File: src/hdl/spirm_pkg.sv
// shared types and constants for the spi register access master
package spirm_pkg;

    localparam logic [7:0]  CMD_WRITE      = 8'h04;
    localparam logic [7:0]  CMD_READ       = 8'h05;
    localparam logic [4:0]  FRAME_BITS     = 5'd24;
    localparam logic [4:0]  READ_SENT_BITS = 5'd16;
    localparam logic [15:0] HALF_PERIOD_RST = 16'd1;

    typedef enum logic [1:0] {
        OP_TICK  = 2'd0,
        OP_WRITE = 2'd1,
        OP_READ  = 2'd2,
        OP_SPARE = 2'd3
    } t_opcode;

    typedef enum logic [5:0] {
        PH_IDLE  = 6'b000001,
        PH_LEAD  = 6'b000010,
        PH_SETUP = 6'b000100,
        PH_LOW   = 6'b001000,
        PH_GAP   = 6'b010000,
        PH_TAIL  = 6'b100000
    } t_phase;

    typedef struct packed {
        logic       cs_n;
        logic       sck;
        logic       mosi;
        logic       busy;
        logic       done;
        logic [7:0] read_data;
    } t_result;

endpackage

File: src/hdl/spirm_seq.sv
// frame sequencer: advances the spi frame by one tick per accepted transaction
module spirm_seq
    import spirm_pkg::*;
(
    input  logic        i_clk,
    input  logic        i_rst_n,
    input  logic        i_step,
    input  logic [15:0] i_half_period,
    input  logic [1:0]  i_opcode,
    input  logic [7:0]  i_reg_address,
    input  logic [7:0]  i_write_data,
    input  logic        i_miso_bit,
    output t_result     o_result
);

    t_phase      r_phase,     n_phase;
    logic [4:0]  r_bit_index, n_bit_index;
    logic [23:0] r_out_shift, n_out_shift;
    logic [7:0]  r_in_shift,  n_in_shift;
    logic [15:0] r_wait,      n_wait;
    logic        r_is_read,   n_is_read;
    logic        r_cs_n,      n_cs_n;
    logic        r_sck,       n_sck;
    logic        r_mosi,      n_mosi;
    logic [7:0]  r_read_hold, n_read_hold;

    logic        done;
    logic        present;
    logic        start_read;
    logic [15:0] reload;

    assign reload = (i_half_period == 16'd0) ? 16'd0 : i_half_period - 16'd1;

    always_comb begin
        n_phase     = r_phase;
        n_bit_index = r_bit_index;
        n_out_shift = r_out_shift;
        n_in_shift  = r_in_shift;
        n_wait      = r_wait;
        n_is_read   = r_is_read;
        n_cs_n      = r_cs_n;
        n_sck       = r_sck;
        n_mosi      = r_mosi;
        n_read_hold = r_read_hold;
        done        = 1'b0;
        present     = 1'b0;
        start_read  = (i_opcode == OP_READ);

        if (r_phase != PH_IDLE && r_wait != 16'd0) begin
            n_wait = r_wait - 16'd1;
        end else begin
            case (r_phase)
                PH_IDLE: begin
                    if (i_opcode == OP_WRITE || i_opcode == OP_READ) begin
                        n_is_read   = start_read;
                        n_out_shift = {start_read ? CMD_READ : CMD_WRITE, i_reg_address,
                                       start_read ? 8'd0 : i_write_data};
                        n_bit_index = 5'd0;
                        n_cs_n      = 1'b0;
                        n_phase     = PH_LEAD;
                        n_wait      = reload;
                    end
                end
                PH_LEAD, PH_GAP: begin
                    present = 1'b1;
                end
                PH_SETUP: begin
                    n_sck   = 1'b0;
                    n_phase = PH_LOW;
                    n_wait  = reload;
                end
                PH_LOW: begin
                    n_sck       = 1'b1;
                    n_bit_index = r_bit_index + 5'd1;
                    if (n_bit_index >= FRAME_BITS) begin
                        n_phase = PH_TAIL;
                        n_wait  = reload;
                    end else if (r_is_read && n_bit_index == READ_SENT_BITS) begin
                        n_phase = PH_GAP;
                        n_wait  = reload;
                    end else begin
                        present = 1'b1;
                    end
                end
                PH_TAIL: begin
                    n_cs_n = 1'b1;
                    if (r_is_read) begin
                        n_read_hold = r_in_shift;
                    end
                    n_phase = PH_IDLE;
                    n_wait  = 16'd0;
                    done    = 1'b1;
                end
                default: begin
                    n_phase = PH_IDLE;
                    n_wait  = 16'd0;
                end
            endcase
        end

        if (present) begin
            if (r_is_read && n_bit_index >= READ_SENT_BITS) begin
                n_in_shift = {r_in_shift[6:0], i_miso_bit};
            end else begin
                n_mosi      = r_out_shift[23];
                n_out_shift = {r_out_shift[22:0], 1'b0};
            end
            n_phase = PH_SETUP;
            n_wait  = reload;
        end
    end

    assign o_result.cs_n      = n_cs_n;
    assign o_result.sck       = n_sck;
    assign o_result.mosi      = n_mosi;
    assign o_result.busy      = (n_phase != PH_IDLE);
    assign o_result.done      = done;
    assign o_result.read_data = n_read_hold;

    always_ff @(posedge i_clk) begin
        if (!i_rst_n) begin
            r_phase     <= PH_IDLE;
            r_bit_index <= 5'd0;
            r_out_shift <= 24'd0;
            r_in_shift  <= 8'd0;
            r_wait      <= 16'd0;
            r_is_read   <= 1'b0;
            r_cs_n      <= 1'b1;
            r_sck       <= 1'b1;
            r_mosi      <= 1'b0;
            r_read_hold <= 8'd0;
        end else if (i_step) begin
            r_phase     <= n_phase;
            r_bit_index <= n_bit_index;
            r_out_shift <= n_out_shift;
            r_in_shift  <= n_in_shift;
            r_wait      <= n_wait;
            r_is_read   <= n_is_read;
            r_cs_n      <= n_cs_n;
            r_sck       <= n_sck;
            r_mosi      <= n_mosi;
            r_read_hold <= n_read_hold;
        end
    end

    // chip select is low exactly while a frame is open
    a_cs_tracks_phase: assert property (@(posedge i_clk) disable iff (!i_rst_n)
        r_cs_n == (r_phase == PH_IDLE))
        else $error("chip select out of step with frame phase");

    a_idle_no_wait: assert property (@(posedge i_clk) disable iff (!i_rst_n)
        (r_phase == PH_IDLE) |-> (r_wait == 16'd0))
        else $error("wait count left running in idle");

    a_bit_range: assert property (@(posedge i_clk) disable iff (!i_rst_n)
        r_bit_index <= FRAME_BITS)
        else $error("bit index beyond frame length");

    // clock only goes low between setup and its rising edge
    a_sck_low_phase: assert property (@(posedge i_clk) disable iff (!i_rst_n)
        !r_sck |-> (r_phase == PH_LOW))
        else $error("serial clock low outside low phase");

endmodule

File: src/hdl/spi_register_access_master.sv
// top level of the spi register access master
//
// Every input transaction is one tick of time: opcode 0 just ticks, opcode 1
// starts a register write, opcode 2 a register read; starts are ignored while
// an access runs. Each accepted transaction yields exactly one output
// transaction with the pin levels after that tick (cs_n, sck, mosi), the busy
// flag, a one-tick done pulse and the byte of the last completed read.
// The result is registered and sits in the output register in the cycle
// after the input is accepted. Throughput, unless the receiver stalls, is one
// transaction per cycle; sequencer state and output register update at once.
// When the receiver stalls, the output register holds its result and the
// input stall is raised only while that register is full and stalled.
// The half-period register is written through the config channel, which is
// always ready; a new value applies from the next delay unit.
// Synchronous reset puts the frame in idle with chip select and clock high,
// data low, read byte zero, half period one, and the output register empty.
module spi_register_access_master
    import spirm_pkg::*;
(
    input  logic        i_clk,
    input  logic        i_rst_n,
    input  logic        i_in_valid,
    output logic        o_in_stall,
    input  logic [1:0]  i_opcode,
    input  logic [7:0]  i_reg_address,
    input  logic [7:0]  i_write_data,
    input  logic        i_miso_bit,
    output logic        o_out_valid,
    input  logic        i_out_stall,
    output logic        o_cs_n,
    output logic        o_sck,
    output logic        o_mosi,
    output logic        o_busy_res,
    output logic        o_done_res,
    output logic [7:0]  o_read_data,
    input  logic        i_cfg_valid,
    output logic        o_cfg_ready,
    input  logic [15:0] i_cfg_half_period
);

    logic [15:0] r_half_period;
    logic        r_out_valid;
    t_result     r_result;
    t_result     n_result;
    logic        step;

    assign o_cfg_ready = 1'b1;
    assign o_in_stall  = r_out_valid & i_out_stall;
    assign step        = i_in_valid & ~o_in_stall;

    always_ff @(posedge i_clk) begin
        if (!i_rst_n) begin
            r_half_period <= HALF_PERIOD_RST;
        end else if (i_cfg_valid && o_cfg_ready) begin
            r_half_period <= i_cfg_half_period;
        end
    end

    spirm_seq u_seq (
        .i_clk         (i_clk),
        .i_rst_n       (i_rst_n),
        .i_step        (step),
        .i_half_period (r_half_period),
        .i_opcode      (i_opcode),
        .i_reg_address (i_reg_address),
        .i_write_data  (i_write_data),
        .i_miso_bit    (i_miso_bit),
        .o_result      (n_result)
    );

    always_ff @(posedge i_clk) begin
        if (!i_rst_n) begin
            r_out_valid <= 1'b0;
        end else if (step) begin
            r_out_valid <= 1'b1;
        end else if (!i_out_stall) begin
            r_out_valid <= 1'b0;
        end
    end

    always_ff @(posedge i_clk) begin
        if (step) begin
            r_result <= n_result;
        end
    end

    assign o_out_valid = r_out_valid;
    assign o_cs_n      = r_result.cs_n;
    assign o_sck       = r_result.sck;
    assign o_mosi      = r_result.mosi;
    assign o_busy_res  = r_result.busy;
    assign o_done_res  = r_result.done;
    assign o_read_data = r_result.read_data;

    // done closes the frame, so it never comes with busy or chip select low
    a_done_closes: assert property (@(posedge i_clk) disable iff (!i_rst_n)
        (r_out_valid && r_result.done) |-> (!r_result.busy && r_result.cs_n))
        else $error("done reported while frame still open");

    a_busy_cs: assert property (@(posedge i_clk) disable iff (!i_rst_n)
        r_out_valid |-> (r_result.busy == !r_result.cs_n))
        else $error("busy flag disagrees with chip select");

    a_no_stall_when_empty: assert property (@(posedge i_clk) disable iff (!i_rst_n)
        !r_out_valid |-> !o_in_stall)
        else $error("input stalled with empty output register");

endmodule
File: config.mk
export PLATFORM = sky130hd
export DESIGN_NAME = spi_register_access_master
export DESIGN_NICKNAME = d
export VERILOG_FILES = /design/src/hdl/spirm_pkg.sv /design/src/hdl/spirm_seq.sv /design/src/hdl/spi_register_access_master.sv
export SDC_FILE = /design/constraint.sdc
export NUM_CORES = 1
export LEC_CHECK = 0
export BUFFER_PORTS_ARGS = -buffer_cell sky130_fd_sc_hd__buf_2
export CELL_PAD_IN_SITES_DETAIL_PLACEMENT = 1
export CELL_PAD_IN_SITES_GLOBAL_PLACEMENT = 2
export CORE_MARGIN = 2
export CORE_UTILIZATION = 30
export DETAILED_ROUTE_END_ITERATION = 8
export MAX_ROUTING_LAYER = met4
export PLACE_DENSITY = 0.67
export SETUP_SLACK_MARGIN = 0.2
export SYNTH_ARGS = -nofsm -noshare
export SYNTH_HDL_FRONTEND = slang
export SYNTH_SLANG_ARGS = --single-unit
File: constraint.sdc
create_clock -name i_clk -period 3.4 [get_ports i_clk]
set_input_delay 0.34 -clock i_clk [delete_from_list [all_inputs] [get_ports i_clk]]
set_output_delay 0.34 -clock i_clk [all_outputs]
set_load 0.01 [all_outputs]
==> key figures, run 1 <==
GRT
  • Gr usage total: around 16%
  • Initial antenna violation count: 0
  • First-pass GRT wire length: between 20 and 25 mm
  • Vias in the first global route: about 4,400
  • GRT overflow: 0
  • Largest net degree at the start of global routing: slightly above 50

CTS
  • Bufs on Longest Clock Path: 2
  • Number of setup buffers added after CTS: 0
  • Worst-path clk slew: about 70 ps
  • Num CTS Buffers: 9
  • Clk sinks: 101
  • Clk root buf: clkbuf_16
  • # resized after CTS: 0
  • CTS tree: yes
  • Clk_lat worst skew: between 300 and 400 ps
  • H-tree depth: 3
  • # hold bufs at CTS: 0

Critical path
  • CP Data Required Time: around 3700 ps
  • Worst path slowest cell: a31oi_2
  • Crit path cell chain: ha_1 -> nor3b_1 -> a31oi_1 -> or4_1 -> a32o_1 -> a31oi_2 -> a221o_1
  • Buf/Inv on CP: 0
  • Highest net fanout along the worst path: 16
  • Family with the most delay on the worst path: compound AO/OA/AOI/OAI gates
  • Worst EP arrival: roughly 3200 ps
  • CP peak stage delay: 730 ps
  • Kind of critical path: flip-flop to flip-flop
  • Crit end category: flip-flop
  • Startpoint class of the critical path: flip-flop

Logic synthesis
  • Post-synthesis cell type count: 68
  • Prevailing post-synth register cell: dfxtp_1
  • Sequential-to-total area share from yosys stat: ~43%
  • FF+latch count, synth: a little over 100
  • Syn nets: around 600
  • Share of the synthesized area in the top cell type: 35.0%
  • Syn Area/Cell: roughly 9.2 um2
  • Post-Syn Area: roughly 5000 um2
  • Synth area leader: dfxtp_1
  • Fraction of registers with async set/reset: 0%
  • Number of synthesized flops with an enable pin: 13
  • Top cells by area, synth: dfxtp_1 (35%), mux2i_1 (7.8%), edfxtp_1 (7.8%)
  • Synth Instances: 547
  • Ys Warns: 0

Floorplanning
  • Row count: 47
  • Die area: ~18,000 um2
  • Initial core utilization: 30.6%
  • Core Area: 16,500 um2
  • Die width: 134 um
  • I/O pin cnt: 56
  • Die Y-Extent: ~130 um

Final layout
  • Final core utilization: 35.3%
  • Synth-to-layout area growth: 15.5%
  • Layout cells sized above 1: a little under a fifth
  • Nets: between 600 and 700
  • Most common cell after layout, fill and taps aside: dfxtp_1
  • Diode count: 0
  • Most frequent cells in the layout: dfxtp_1 (88), nand2_1 (57), buf_2 (54)

Timing
  • Setup TNS: 0 ps
  • Final setup violating endpoints: 0
  • RSZ-0062 raised after global routing: false
  • Max-slew violation count: 0
  • Post-route clock period utilization: 84.6%
  • Worst clock skew: ~7.0 ps
  • FMAX: about 350 MHz
  • Worst-Margin Slew: roughly 850 ps
  • Max_slew headroom: a little over two fifths
  • Endpoints failing hold: 0
  • Tmin final: between 2000 and 3000 ps

Routing
  • Initial DRC count: approximately 150
  • Routed length per instance: roughly 16 um
  • Vias per inst: approximately 5.2
  • DRT Wirelength: ~13 mm
  • ANT nets after route: 0
  • DR DRC count: 0
  • 1st-pass router iterations: 5
  • Vias: 4,216

Place
  • HPWL after DPL: a little over 9 mm
  • Gp weighted congestion: 0.831
  • PortBufs: 54

Run status
  • Status: finished clean

Power and ir drop
  • Total power draw: between 0.003 and 0.004 W
  • Power density cells: 531 nW/um2
  • Leak: about 2.3 nW
  • Maximum vdd drop: ~0.27 mV

Flow run
  • Max cap viols: 0

Hold path
  • Hold Path Class: input pin to flip-flop
==> where the power goes <==
group	switching, W	internal [W]
clock	0.000486	0.000507
combinational	0.000443	0.000286
sequential	0.0000771	0.00129
==> sequential cells by signal (all words and copies together), names as in the netlist, 4 cells and up, named ones only <==
| name | count |
|---|---|
| o_read_data | 8 |
| u_seq.r_read_hold | 8 |
| u_seq.r_wait | 16 |
| u_seq.r_in_shift | 8 |
| u_seq.r_out_shift | 24 |
| u_seq.r_phase | 6 |
| r_half_period | 16 |
| u_seq.r_bit_index | 4 |
==> worst paths after layout <==
check | end | startpoint | slack (ps) | cells after the start
worst min-delay path | o_out_valid | i_in_valid | 200 | 2
worst min register to register | u_seq.r_out_shift[21] | u_seq.r_out_shift[20] | 460 | 2
worst max register to register | u_seq.r_out_shift[12] | u_seq.r_bit_index[0] | 520 | 7
worst max-delay path | u_seq.r_out_shift[12] | u_seq.r_bit_index[0] | 520 | 7
==> cells by family (layout without fill, tap and decap cells) <==
logic type	after synthesis	count (layout)	share of synthesized area, %
and+or+nand+nor	207	207	21.3
adders and majority gates	6	6	1.49
xor gates and xnor gates	21	21	3.65
buffers and inverters	46	96	4.10
muxes	49	49	9.99
other	1	1	0.0745
DFF	101	101	42.8
AOI/OAI and AO/OA	116	116	16.6
==> metrics by stage <==
step / area [um2] / std cells / setup WS [ps] / hold WS [ps]
3_3_place_gp: 5530 / 801 / 622 / 441
3_5_place_dp: 5530 / 801 / 535 / 454
5_1_grt: 5810 / 817 / 305 / 197
2_1_floorplan: 5030 / 547 / 899 / 432
6_report: 5810 / 817 / 525 / 205
4_1_cts: 5810 / 817 / 511 / 193
==> per-layer routing <==
| metal | global-route usage, % | routed length [um] | vias to the layer above |
|---|---|---|---|
| met5 | - | 0 | - |
| met4 | 5.08 | 152 | 0 |
| met3 | 2.89 | 316 | 8 |
| met2 | 27.3 | 6660 | 50 |
| met1 | 18.9 | 6210 | 2064 |
| li1 | - | - | 2094 |
==> final cells by class <==
class                           count  area [um2]
Timing Repair Buffer               70         390
Sequential cell                   101        2150
Fill cell                        1934       10700
Multi-Input combinational cell    400        2680
Inverter                           10        37.5
Clock buffer                        9         225
Tap cell                          220         275
Clock inverter                      7        57.6
==> cells in the mapped netlist (3+ instances only) <==
master    count
xor2_1        8
a221oi_1      4
nand2_1      57
xnor2_1      13
buf_4         3
mux2i_1      39
a21oi_1      26
o21ai_0      21
buf_2         6
nand3_1      30
inv_1         9
and2_1        4
mux2_2       10
nor2_1       53
a31oi_1       4
nor3b_1       6
nand3b_1      4
nand4b_1      3
dfxtp_1      88
ha_1          6
and3_1        3
edfxtp_1     13
nor4_1        7
clkbuf_1     23
or3_1         4
nor3_1       12
a22oi_1      16
a221o_1      17
or4_1         3
No activity file was read; power rests on OpenSTA's default activity.
==> run 2: changes to the inputs <==
--- a/config.mk
+++ b/config.mk
@@ -12,7 +12,7 @@
 export CORE_UTILIZATION = 30
 export DETAILED_ROUTE_END_ITERATION = 8
 export MAX_ROUTING_LAYER = met4
-export PLACE_DENSITY = 0.67
+export PLACE_DENSITY = 0.7
 export SETUP_SLACK_MARGIN = 0.2
 export SYNTH_ARGS = -nofsm -noshare
 export SYNTH_HDL_FRONTEND = slang
==> constraint.sdc (replaced) <==
create_clock -name i_clk -period 2.5 [get_ports i_clk]
set_input_delay 0.25 -clock i_clk [delete_from_list [all_inputs] [get_ports i_clk]]
set_output_delay 0.25 -clock i_clk [all_outputs]
set_load 0.01 [all_outputs]
==> run 2 against run 1 <==
Against the previous run: utilization up 5.2 points; cell count is 7.7% higher; via count up 8.4%; highest routed layer unchanged; register-to-register slack got worse by 440 ps; critical path type unchanged; routed wire length rose by 13%; cell area rose by 15%; fmax rose by 19%; clock power up 44%; sequential power rose by 36%.
==> key figures, run 2 (synthesis results as in run 1) <==
CTS
  • Clk sinks: around 100
  • Clk root buf: clkbuf_16
  • H-tree depth: 3
  • Bufs on Longest Clock Path: 2
  • Clk_lat worst skew: approximately 360 ps
  • Worst-path clk slew: roughly 70 ps
  • Num CTS Buffers: 9
  • CTS tree: yes

Critical path
  • Reg2reg start: u_seq.r_phase[5]
  • Highest net fanout along the worst path: 5
  • Startpoint class of the critical path: flip-flop
  • CP Data Required Time: between 2000 and 3000 ps
  • FF-to-FF path depth: 7
  • Crit end category: flip-flop
  • Worst EP arrival: 2520 ps
  • Kind of critical path: flip-flop to flip-flop
  • CP startpoint: u_seq.r_phase[5]

Floorplanning
  • Core Area: around 16,000 um2
  • Die width: about 130 um
  • Row count: 47
  • Die Y-Extent: between 100 and 150 um
  • I/O pin cnt: 56
  • Die area: between 15,000 and 20,000 um2
  • Initial core utilization: 30.6%

Routing
  • Initial DRC count: 217
  • 1st-pass router iterations: 4
  • WL met1: 6.52 mm
  • ANT nets after route: 0
  • Metal3 WL: between 300 and 400 um
  • DRT Wirelength: roughly 15 mm
  • Vias per inst: around 5.2
  • Vias: approximately 4,600
  • Routed length per instance: 17.1 um
  • DR DRC count: 0
  • Top sig layer: met4
  • Met2 WL post-DR: 7.88 mm

Power and ir drop
  • Maximum vdd drop: roughly 0.37 mV
  • Leak: roughly 2.8 nW
  • Power density cells: around 730 nW/um2

Timing
  • Worst clock skew: about 7.6 ps
  • Setup TNS: 0 ps
  • Post-route clock period utilization: between 90% and 100%
  • Fin worst setup slack: 85.4 ps
  • FMAX: 414 MHz
  • Worst-Margin Slew: around 700 ps
  • Tmin final: roughly 2400 ps
  • RSZ-0062 raised after global routing: true
  • Max_slew headroom: between 50% and 60%
  • Final setup violating endpoints: 0
  • Max-slew violation count: 0
  • Endpoints failing hold: 0
  • Hold Slack: between 100 and 150 ps

Place
  • HPWL after DPL: around 10 mm
  • PortBufs: 54
  • Placement Setup Slack: -87.6 ps
  • Gp weighted congestion: approximately 0.83

Final layout
  • Synth-to-layout area growth: 32.6%
  • Most frequent cells in the layout: dfxtp_1 (82), buf_4 (60), nand2_1 (56)
  • Nets: ~700
  • Max FFs per register: 24
  • Top Registers: u_seq.r_out_shift: 24 flops, r_half_period: 16 flops, u_seq.r_wait: 16 flops
  • Most common cell after layout, fill and taps aside: dfxtp_1
  • Diode count: 0
  • Biggest register: u_seq.r_out_shift
  • Layout cells sized above 1: a little under a third

GRT
  • Initial antenna violation count: 0
  • First-pass GRT wire length: approximately 25 mm
  • Largest net degree at the start of global routing: 31
  • Gr usage total: roughly 18%
  • GRT overflow: 0
  • Vias in the first global route: just under 5,000

Hold path
  • Hold Path Stages: 3
  • Min-delay src: i_cfg_half_period[9]
  • Hold Path Class: input pin to flip-flop

Run status
  • Status: finished clean

Flow run
  • Max cap viols: 0
==> run 2: power breakdown <==
group	switching, W	total, W	leakage (nW)	internal, W
sequential	0.000101	0.00185	0.845	0.00175
combinational	0.000805	0.00157	1.78	0.000760
clock	0.000644	0.00143	0.139	0.000784
total	0.00155	0.00484	2.76	0.00329
==> run 2: timing repair <==
action | CTS | global route
setup buffers | 21 | 5
pin swaps | 13 | 22
hold buffers | 0 | 0
endpoints found under the setup margin | 56 | 72
resized for setup | 12 | 40
cloned | 3 | 0
==> run 2: cell type report <==
| class | instances | area [um2] |
|---|---|---|
| clock buffers | 10 | 229 |
| multi-input cells | 402 | 2940 |
| clock inverters | 6 | 71.3 |
| well taps | 220 | 275 |
| inverters | 10 | 37.5 |
| fillers | 1906 | 9790 |
| repair buffers | 131 | 955 |
| flip-flops and latches | 101 | 2160 |
==> run 2: worst paths after layout <==
check	end	slack (ps)
hold / removal	r_half_period[9]	130
hold reg to reg	u_seq.r_read_hold[0]	460
setup / recovery	o_mosi	90
setup reg to reg	o_mosi	90
==> run 2: metrics by stage <==
stage	power (W)	area (um2)	util, %	std cells
after floorplan	0.00260	5120	-	547
after global placement	0.00306	5890	35.8	835
after detailed placement	0.00308	5890	35.8	835
after CTS	0.00475	6460	39.3	875
after global routing	0.00510	6670	40.5	880
final	0.00484	6670	40.5	880
==> run 2: worst max-delay path, stage by stage, from the launching register on <==
cell and delay [ps]:
dfxtp_2 320, or4_4 550, nor3b_4 310, nand4_1 230, a41oi_4 240, buf_6 140, nand3_2 70, mux2_4 300
==> run 2: per-layer routing <==
metal,vias up,global-route usage [%]
met5,-,-
met2,62,31.6
met4,0,4.91
li1,2221,-
met1,2270,20.1
met3,16,4.03
==> run 3: changes to the inputs <==
--- a/config.mk
+++ b/config.mk
@@ -5,7 +5,7 @@
 export SDC_FILE = /design/constraint.sdc
 export NUM_CORES = 1
 export LEC_CHECK = 0
-export BUFFER_PORTS_ARGS = -buffer_cell sky130_fd_sc_hd__buf_2
+export BUFFER_PORTS_ARGS = -buffer_cell sky130_fd_sc_hd__buf_4
 export CELL_PAD_IN_SITES_DETAIL_PLACEMENT = 1
 export CELL_PAD_IN_SITES_GLOBAL_PLACEMENT = 2
 export CORE_MARGIN = 2
==> run 3 against run 2 <==
Against the previous run: first-iteration DRC count is 2.3% lower; sequential share of layout area shrank 0.25 points; via count shrank 0.88%; worst hold slack got worse by 0.81 ps; non-clock buffer count shrank 6; power is 0.98% higher; setup slack worse by 16 ps; critical path depth grew 1.
==> key figures, run 3 (synthesis results as in run 1) <==
Routing
  • DR DRC count: 0
  • Initial DRC count: ~210
  • Vias per inst: roughly 5.2
  • 1st-pass router iterations: 4
  • Routed length per instance: around 17 um
  • Vias: about 4,500
  • DRT Wirelength: approximately 15 mm
  • ANT nets after route: 0

Final layout
  • Synth-to-layout area growth: 33.7%
  • Layout cells sized above 1: a little over 30%
  • Max FFs per register: 24
  • Nets: 695
  • Most common cell after layout, fill and taps aside: buf_4
  • Register Area: 2160 um2
  • Fill count: ~1,900
  • Finished Cell Area: 6730 um2
  • Top Registers: u_seq.r_out_shift: 24 flops, r_half_period: 16 flops, u_seq.r_wait: 16 flops
  • Biggest register: u_seq.r_out_shift
  • Diode count: 0
  • Most frequent cells in the layout: buf_4 (111), dfxtp_1 (83), nand2_1 (56)
  • Multi-input gate area: approximately 2900 um2

Critical path
  • FF-to-FF path depth: 8
  • Worst EP arrival: roughly 2700 ps
  • Startpoint class of the critical path: flip-flop
  • Crit end category: flip-flop
  • Kind of critical path: flip-flop to flip-flop
  • Highest net fanout along the worst path: 8
  • Worst reg2reg setup slack: between 60 and 70 ps
  • CP Data Required Time: about 2700 ps

CTS
  • Clk_lat worst skew: about 350 ps
  • Clk root buf: clkbuf_16
  • CTS tree: yes
  • Num CTS Buffers: 9
  • Clk sinks: just over 100
  • Worst-path clk slew: roughly 70 ps
  • # hold bufs at CTS: 0
  • Bufs on Longest Clock Path: 2
  • H-tree depth: 3

Floorplanning
  • Core Area: 16,500 um2
  • Die Y-Extent: between 100 and 150 um
  • Die width: 134 um
  • I/O pin cnt: 56
  • Row count: 47
  • Initial core utilization: a little over 30%
  • Die area: between 15,000 and 20,000 um2

Hold path
  • Hold Path Stages: 2
  • Hold Path Class: input pin to flip-flop

Timing
  • Max_slew headroom: between 40 and 50%
  • FMAX: roughly 410 MHz
  • Setup TNS: 0 ps
  • Worst clock skew: about 10 ps
  • Post-route clock period utilization: between 90% and 100%
  • Endpoints failing hold: 0
  • RSZ-0062 raised after global routing: true
  • Max-slew violation count: 0
  • Final setup violating endpoints: 0
  • Tmin final: around 2400 ps
  • Worst-Margin Slew: just under 800 ps
  • Fin worst setup slack: about 70 ps

Flow run
  • Max cap viols: 0

GRT
  • Vias in the first global route: 4,735
  • First-pass GRT wire length: 24.1 mm
  • Gr usage total: between 15 and 20%
  • Initial antenna violation count: 0
  • GRT overflow: 0
  • Largest net degree at the start of global routing: 44

Power and ir drop
  • Clock power share: 33.2%
  • Sequential Power Share: between 30% and 40%
  • Sw frac: between 30% and 40%
  • Logic pwr share: a little under 30%
  • Pint: 0.00341 W
  • Total power draw: between 0.004 and 0.005 W
  • Maximum vdd drop: approximately 0.4 mV
  • NetSw: ~0.0015 W
  • Power density cells: roughly 730 nW/um2
  • Leak: 2.76 nW

Place
  • PortBufs: 54
  • HPWL after DPL: just over 10 mm
  • Dpl cell area: around 6000 um2
  • Placement Setup Slack: -117 ps
  • Gp weighted congestion: 0.829

Run status
  • Status: finished clean
## run 3: changes by cell type in the layout (fill, tap and decap cells not counted), moves of 3 or more
cell      previous run  this run
buf_2               54         0
buf_4               60       111
a221oi_1             0         3
a221oi_2             4         1
buf_6               13        10
## run 3: critical path, stage by stage, from the launching register on
cell and delay (ps):
dfxtp_2 320, or4_4 550, nor3b_4 270, buf_6 140
o311a_1 180, a32o_2 230, buf_4 150, a31oi_4 140
a221o_1 330
## run 3: power by group through the flow
stage,sequential (W),combinational (W),clock (W)
2_1_floorplan,0.00187,0.000722,0
3_3_place_gp,0.00188,0.00118,0
3_5_place_dp,0.00188,0.00119,0
4_1_cts,0.00185,0.00130,0.00167
5_1_grt,0.00187,0.00154,0.00174
6_report,0.00185,0.00142,0.00163
## run 3: routing by layer
layer / vias up / wire (um) / track usage (%)
met5: - / 0 / -
met4: 0 / 218 / 6.03
met3: 14 / 310 / 3.20
met2: 56 / 7900 / 30.6
met1: 2252 / 6490 / 19.7
li1: 2207 / - / -
## run 3: repair_timing
item,4_1_cts,5_1_grt
pin swaps,13,32
buffers inserted,12,13
cloned,1,1
gates resized for setup,13,27
endpoints found under the setup margin,58,66
## run 3: final cells by class
| class | instances | share of cell area, % |
|---|---|---|
| multi-input cells | 402 | 42.9 |
| repair buffers | 125 | 15.2 |
| clock buffers | 9 | 3.35 |
| flip-flops and latches | 101 | 32.2 |
| well taps | 220 | 4.09 |
| inverters | 10 | 0.558 |
| clock inverters | 7 | 1.80 |
## run 3: final timing paths
kind	from	endpoint
worst max-delay path	u_seq.r_phase[5]	u_seq.r_out_shift[2]
worst min-delay path	i_in_valid	o_out_valid
worst min register to register	u_seq.r_out_shift[18]	u_seq.r_out_shift[19]
worst max register to register	u_seq.r_phase[5]	u_seq.r_out_shift[2]
## run 3: stage by stage
stage               utilization (%)  std cells  hold WS, ps
CTS                            39.5        860          115
global placement               36.3        831          440
detailed placement             36.3        831          453
finish                         40.9        874          125
global route                   40.9        874          124
floorplan                         -        547          374
